### src/design/assert_macros.svh
// ----------------------------------------------------------------------------
// Assertion macros
// Assertion helpers, included by the sound shift register generator unit.
// All checks sample on the rising edge of clock and are off during reset.
// ----------------------------------------------------------------------------
`ifndef ASSERT_MACROS_SVH
`define ASSERT_MACROS_SVH

// Immediate implication: the consequent holds in the same cycle.
`define ASSERT_SAME(label, ante, cons, msg) \
   label: assert property (@(posedge clock) disable iff (reset) (ante) |-> (cons)) \
      else $error(msg);

// Next-cycle implication: the consequent holds in the next cycle.
`define ASSERT_NEXT(label, ante, cons, msg) \
   label: assert property (@(posedge clock) disable iff (reset) (ante) |=> (cons)) \
      else $error(msg);

`endif

### src/design/ssrg_pkg.sv
`timescale 1ns / 1ps
// ----------------------------------------------------------------------------
// Sound shift register generator package
// Shared widths, operation codes, control byte layout and reset values.
// ----------------------------------------------------------------------------
package ssrg_pkg;

   localparam int PATTERN_BITS = 24;
   localparam int DATA_BITS    = 24;
   localparam int PERIOD_BITS  = 8;
   localparam int CTRL_BITS    = 8;
   localparam int SAMPLE_BITS  = 8;
   localparam int VOLUME_BITS  = 4;

   typedef logic [1:0]             opcode_type;
   typedef logic [PERIOD_BITS-1:0] period_type;
   typedef logic [CTRL_BITS-1:0]   ctrl_type;
   typedef logic [SAMPLE_BITS-1:0] sample_type;

   localparam opcode_type OP_LOAD = 2'd0;
   localparam opcode_type OP_TICK = 2'd1;
   localparam opcode_type OP_ACK  = 2'd2;

   // Configuration register indexes
   localparam logic CSR_FAST_PERIOD = 1'b0;
   localparam logic CSR_SLOW_PERIOD = 1'b1;

   // Control byte bit positions
   localparam int CTRL_FAST_BIT   = 5;
   localparam int CTRL_RECIRC_BIT = 6;
   localparam int CTRL_ENABLE_BIT = 7;

   localparam period_type FAST_PERIOD_RESET = 8'd11;
   localparam period_type SLOW_PERIOD_RESET = 8'd44;

endpackage

### src/design/sound_shift_register_generator_unit.sv
`timescale 1ns / 1ps
// ----------------------------------------------------------------------------
// Sound shift register generator
// Video chip sound source: shift register pattern, noise bit, period divider
// and one-shot sound interrupt; one sample beat per tick beat.
// ----------------------------------------------------------------------------
//  channel   ports                        direction  handshake
//  request   req_valid/req_stall/req_*    in         valid, stall
//  response  rsp_valid/rsp_stall/rsp_*    out        valid, stall
//  config    csr_write_enable/index/data  in         write enable only
//
//  One beat per clock while req_stall is low; a tick's sample is registered
//  and appears in the cycle after acceptance. State updates in the accept
//  cycle, so the next beat may follow at once. The single output register
//  holds a stalled sample; req_stall rises only while that register is full and rsp_stall is high.
//  Reset is synchronous; it clears generator state and the valid flag, not the
//  sample or irq outputs, and reloads the period registers with their defaults.
// ----------------------------------------------------------------------------
`include "assert_macros.svh"

module sound_shift_register_generator_unit (
   input  logic                                 clock,
   input  logic                                 reset,
   // request channel
   input  logic                                 req_valid,
   output logic                                 req_stall,
   input  ssrg_pkg::opcode_type                 req_opcode,
   input  logic [ssrg_pkg::DATA_BITS-1:0]       req_shift_data,
   input  logic                                 req_noise_enable,
   input  logic                                 req_master_enable,
   input  logic                                 req_irq_enable,
   input  ssrg_pkg::ctrl_type                   req_sound_control,
   input  logic                                 req_random_bit,
   // response channel
   output logic                                 rsp_valid,
   input  logic                                 rsp_stall,
   output ssrg_pkg::sample_type                 rsp_sample,
   output logic                                 rsp_irq_request,
   // configuration
   input  logic                                 csr_write_enable,
   input  logic                                 csr_index,
   input  ssrg_pkg::period_type                 csr_write_data
);
   import ssrg_pkg::*;

   // configuration
   period_type fast_period_ff;
   period_type slow_period_ff;

   // generator state
   logic [PATTERN_BITS-1:0] pattern_ff,      pattern_in;
   period_type              period_count_ff, period_count_in;
   logic                    noise_mode_ff,   noise_mode_in;
   logic                    irq_allowed_ff,  irq_allowed_in;
   logic                    noise_bit_ff,    noise_bit_in;
   logic                    irq_pending_ff,  irq_pending_in;

   // output register
   logic       rsp_valid_ff,   rsp_valid_in;
   sample_type rsp_sample_ff,  rsp_sample_in;
   logic       rsp_irq_ff,     rsp_irq_in;

   logic                    req_accept;
   logic                    tick_accept;
   logic                    load_accept;
   logic                    tick_enabled;
   logic                    tick_recirc;
   period_type              tick_period;
   period_type              count_inc;
   logic                    period_done;
   logic                    tick_raise;
   sample_type              tick_sample;
   logic [31:0]             load_data_ext;
   logic [PATTERN_BITS-1:0] pattern_shifted;

   assign req_stall   = rsp_valid_ff & rsp_stall;
   assign req_accept  = req_valid & ~req_stall;
   assign tick_accept = req_accept & (req_opcode == OP_TICK);
   assign load_accept = req_accept & (req_opcode == OP_LOAD);

   // tick decode
   assign tick_enabled = req_sound_control[CTRL_ENABLE_BIT];
   assign tick_recirc  = req_sound_control[CTRL_RECIRC_BIT];
   assign tick_period  = req_sound_control[CTRL_FAST_BIT] ? fast_period_ff : slow_period_ff;
   assign count_inc    = period_count_ff + 8'd1;
   // a zero period compares true on every tick, same as a period of one
   assign period_done  = (count_inc >= tick_period);
   assign tick_raise   = period_done & tick_enabled & irq_allowed_ff & ~irq_pending_ff;
   assign tick_sample  = (tick_enabled & (pattern_ff[0] ^ noise_bit_ff))
                         ? {req_sound_control[VOLUME_BITS-1:0], 4'b0000}
                         : '0;

   assign load_data_ext   = {{(32 - DATA_BITS){1'b0}}, req_shift_data};
   assign pattern_shifted = {tick_recirc & pattern_ff[0], pattern_ff[PATTERN_BITS-1:1]};

   always_comb begin
      pattern_in      = pattern_ff;
      period_count_in = period_count_ff;
      noise_mode_in   = noise_mode_ff;
      irq_allowed_in  = irq_allowed_ff;
      noise_bit_in    = noise_bit_ff;
      irq_pending_in  = irq_pending_ff;
      rsp_sample_in   = rsp_sample_ff;
      rsp_irq_in      = rsp_irq_ff;
      rsp_valid_in    = rsp_valid_ff & rsp_stall;
      if (req_accept) begin
         unique case (req_opcode)
            OP_LOAD: begin
               pattern_in      = load_data_ext[PATTERN_BITS-1:0];
               noise_mode_in   = req_noise_enable;
               irq_allowed_in  = req_irq_enable;
               period_count_in = '0;
               noise_bit_in    = req_master_enable & req_noise_enable & req_random_bit;
            end
            OP_TICK: begin
               rsp_valid_in    = 1'b1;
               rsp_sample_in   = tick_sample;
               rsp_irq_in      = tick_raise;
               period_count_in = count_inc;
               if (period_done) begin
                  period_count_in = '0;
                  pattern_in      = pattern_shifted;
                  noise_bit_in    = tick_enabled & noise_mode_ff & req_random_bit;
                  if (tick_raise) begin
                     irq_pending_in = 1'b1;
                  end
               end
            end
            OP_ACK: begin
               irq_pending_in = 1'b0;
            end
            default: begin
               // unused code: drop the beat
            end
         endcase
      end
   end

   always_ff @(posedge clock) begin
      if (reset) begin
         fast_period_ff  <= FAST_PERIOD_RESET;
         slow_period_ff  <= SLOW_PERIOD_RESET;
         pattern_ff      <= '0;
         period_count_ff <= '0;
         noise_mode_ff   <= 1'b0;
         irq_allowed_ff  <= 1'b0;
         noise_bit_ff    <= 1'b0;
         irq_pending_ff  <= 1'b0;
         rsp_valid_ff    <= 1'b0;
      end else begin
         if (csr_write_enable) begin
            unique case (csr_index)
               CSR_FAST_PERIOD: fast_period_ff <= csr_write_data;
               CSR_SLOW_PERIOD: slow_period_ff <= csr_write_data;
               default:         fast_period_ff <= fast_period_ff;
            endcase
         end
         pattern_ff      <= pattern_in;
         period_count_ff <= period_count_in;
         noise_mode_ff   <= noise_mode_in;
         irq_allowed_ff  <= irq_allowed_in;
         noise_bit_ff    <= noise_bit_in;
         irq_pending_ff  <= irq_pending_in;
         rsp_valid_ff    <= rsp_valid_in;
      end
   end

   always_ff @(posedge clock) begin
      rsp_sample_ff <= rsp_sample_in;
      rsp_irq_ff    <= rsp_irq_in;
   end

   assign rsp_valid       = rsp_valid_ff;
   assign rsp_sample      = rsp_sample_ff;
   assign rsp_irq_request = rsp_irq_ff;

   `ASSERT_NEXT(a_tick_gives_rsp, tick_accept, rsp_valid_ff, "tick beat without response")
   `ASSERT_SAME(a_stall_only_when_full, req_stall, rsp_valid_ff, "stall while output empty")
   `ASSERT_NEXT(a_load_clears_count, load_accept, period_count_ff == '0, "count kept after load")
   `ASSERT_NEXT(a_raise_pending, tick_accept && tick_raise, irq_pending_ff, "irq not pending")

endmodule
### config.mk
export PLATFORM = sky130hd
export DESIGN_NAME = sound_shift_register_generator_unit
export DESIGN_NICKNAME = d
export VERILOG_FILES = /design/src/design/ssrg_pkg.sv /design/src/design/sound_shift_register_generator_unit.sv
export VERILOG_INCLUDE_DIRS = /design/src /design/src/design
export SDC_FILE = /design/constraint.sdc
export NUM_CORES = 1
export LEC_CHECK = 0
export BUFFER_PORTS_ARGS = -buffer_cell sky130_fd_sc_hd__buf_2
export CAP_MARGIN = 10
export CORE_ASPECT_RATIO = 1.4
export CORE_UTILIZATION = 42
export DETAILED_ROUTE_END_ITERATION = 10
export SYNTH_ARGS = -nofsm -noshare
export SYNTH_HDL_FRONTEND = slang
export SYNTH_SLANG_ARGS = --single-unit
export TNS_END_PERCENT = 5
### constraint.sdc
create_clock -name clock -period 7 [get_ports clock]
set_clock_uncertainty 0.1 [all_clocks]
set_input_delay 1.4 -clock clock [delete_from_list [all_inputs] [get_ports clock]]
set_output_delay 1.4 -clock clock [all_outputs]
set_load 0.1 [all_outputs]
==> results.md <==
* Asr flop ratio synth at 0
* Post-place setup slack at 2.91 ns
* Largest delay share family, worst path: compound AO/OA/AOI/OAI gates
* Pwr Density at 238 nW/µm²
* FF+latch area at 1210 µm²
* Net Sw Frac at 0.257
* Vias in the first global route at 2295
* Hold Crit Class: flop to flop
* Die H at 102 µm
* Part of the cycle the worst path needs at 0.533
* Final hold vios at 0
* WHS at 0.359 ns
* CTS tree: yes
* Antenna viol nets, final at 0
* RR Endpoint: pattern_ff[21]
* Total gr overflow at 0
* FP Rows at 36
* Netlist cell types at 39
* Slowest stage cell, crit path: a211o_2
* Drt via density at 5.22
* Detailed placement HPWL at 4350 µm
* Max rail drop VDD at 0.103 mV
* Worst slew pin tran at 1.17 ns
* Most frequent cells in the layout: buf_2, dfxtp_1, nand2_1
* DRT iter0 DRCs at 98
* CP startpoint: req_sound_control[5]
* Drt pass-1 iters at 4
* Routed length on met3 at 278 µm
* Final Max Tran Viols at 0
* R2R depth at 10
* Worst skew pair latency at 0.33 ns
* Die area at 7540 µm²
* DRC Markers at 0
* Area Overhead vs Synth at 17.1%
* Critical path type: input pin to flop
* Root buffer cell: clkbuf_8
* Yosys reg bits at 58
* Core ar. at 6940 µm²
* Internal Pwr Total at 626 µW
* H-tree depth reported by CTS at 3
* Commonest non-fill, non-tap cell in the layout: buf_2
* Slew HR at 0.218
* Met2 WL at 3310 µm
* Flop pwr share at 0.423
* Sequential-to-total area share from yosys stat at 0.401
* WP data required at 7.14 ns
* CP endpoint kind: flop
* Post_cts resized at 0
* Area occupied by multi-input gates at 1670 µm²
* Layout Nets at 429
* First-pass GRT wire length at 10500 µm
* Max incr delay on CP at 0.83 ns
* EDFF count, synth at 5
* Final worst slack at 3.27 ns
* Critical path peak fanout at 48
* # diodes at 0
* Die Span X at 73.7 µm
* Fraction of layout cells with a size suffix above 1 at 0.273
* Cells after Synth at 324
* Outcome: completed
* Ys flop type: dfxtp_1
* Clock-pin transition on the worst setup and hold timing paths at 0.07 ns
* Startpoint types: input pin
* Combinational power share at 0.138
* Max layer used: met4
* IO Pins at 63
* Initial core utilization at 0.435
* Data arrival, critical path at 3.87 ns
* Max_cap viols at 0
* Warnings, synthesis at 0
* Buf+Inv Stages, Crit Path at 1
* Fmax at 268 MHz
* GR Util All Layers at 0.184
* Vias at 2444
* Post-CTS Setup Inserts at 0
* WL final at 6500 µm
* Final setup TNS at 0 ns
* Fin crit period at 3.73 ns
* Synthesized area per cell at 9.32 µm²
* RSZ-0062 raised after global routing: no
* Fill count at 700
* Mapped Area at 3020 µm²
* Worst reg-to-reg setup slack at 3.58 ns
* Routed len/inst at 13.9 µm
* Initial antenna violation count at 0
* Setup-failing EPs final at 0
* M1 WL at 2820 µm
* Max clock buf depth at 2
* Leak at 0.00152 µW
* Reg-to-reg startpoint: period_count_ff[0]
* RD Place Congestion at 0.753
* Critical Path Stages at 8
* NetSw at 217 µW
* Clock net sink count at 58
* Clk network pwr share at 0.439
* Worst setup path endpoint: pattern_ff[21]
* CTS buffer count at 9
* Largest net degree at the start of global routing at 55
* CTS Hold Bufs at 0
* Critical path cell sequence: buf_2, mux2_2, ha_1, nor2b_1, o21ai_2, a211o_2, a21oi_1, a311oi_2
* PortBufs at 57
## cell families (layout without fill, tap and decap cells)
| kind of cell | after synthesis | in the layout | share of synthesized area |
|---|---|---|---|
| AOI/OAI and AO/OA | 87 | 87 | 0.232 |
| xor gates and xnor gates | 3 | 3 | 0.00870 |
| adders and majority gates | 9 | 9 | 0.0373 |
| buffers and inverters | 31 | 77 | 0.0534 |
| DFF | 58 | 58 | 0.401 |
| muxes | 33 | 33 | 0.110 |
| other | 1 | 4 | 0.00124 |
| and+or+nand+nor | 102 | 102 | 0.157 |
## through the flow
stage	total power, µW	utilization	cells	area (µm²)
5_1_grt	876	0.510	468	3540
2_1_floorplan	454	-	327	3030
4_1_cts	852	0.510	468	3540
3_5_place_dp	481	0.476	452	3300
3_3_place_gp	478	0.476	452	3300
6_report	843	0.510	468	3540
## area by class of cell
cell class,instances,area share
clock buffer,11,0.0371
multi-input combinational,238,0.472
timing repair buffer,58,0.0827
tap,95,0.0336
clock inverter,5,0.0290
sequential,58,0.342
inverter,3,0.00318
## registers in the layout, indices dropped and copies added (netlist names), 4 cells and up
signal           flops
pattern_ff          24
fast_period_ff       8
period_count_ff      8
slow_period_ff       8
rsp_sample           4
## worst min-delay path by stage
stage | from | endpoint | slack, ns | depth (start not counted)
final | fast_period_ff[2] | fast_period_ff[2] | 0.36 | 2
after global routing | slow_period_ff[7] | slow_period_ff[7] | 0.38 | 2
after CTS | slow_period_ff[1] | slow_period_ff[1] | 0.36 | 2
after detailed placement | slow_period_ff[1] | slow_period_ff[1] | 0.35 | 2
after global placement | slow_period_ff[0] | slow_period_ff[0] | 0.34 | 2
after floorplan | slow_period_ff[0] | slow_period_ff[0] | 0.33 | 2
## worst register-to-register path, stage by stage, from the launching register on
cell	delay, ns
dfxtp_1	0.43
and3_1	0.18
nand3_1	0.12
and2_1	0.19
or2_2	0.30
ha_1	0.31
nand3_1	0.08
nor2_1	0.32
a211o_2	0.84
a21oi_1	0.20
a311oi_2	0.27
## cell usage after synthesis, types with 5 or more instances
cell type  instances  area (µm²)
dfxtp_1           53        1060
nand3_1            6        30.0
clkbuf_1          14        52.6
a311oi_2          19         285
nand2_1           48         180
nor2_1            17        63.8
mux2i_1           32         320
edfxtp_1           5         150
a21oi_1           42         210
and3_1             5        31.3
ha_1               9         113
buf_2              6        30.0
o21ai_0            9        45.0
nand3b_1           7        52.6
buf_4              6        45.0
## routing by layer
layer,global-route usage,vias up
li1,-,1254
met1,0.217,1136
met2,0.311,45
met3,0.0503,9
met4,0.0784,0
met5,0,-
## power groups by stage
stage	Clock (µW)	Sequential (µW)	Combinational, µW
detailed placement	0	364	117
global route	390	358	128
CTS	378	357	117
floorplan	0	370	84.2
global placement	0	364	115
finish	370	357	116
Power figures use the tool's default switching activity.
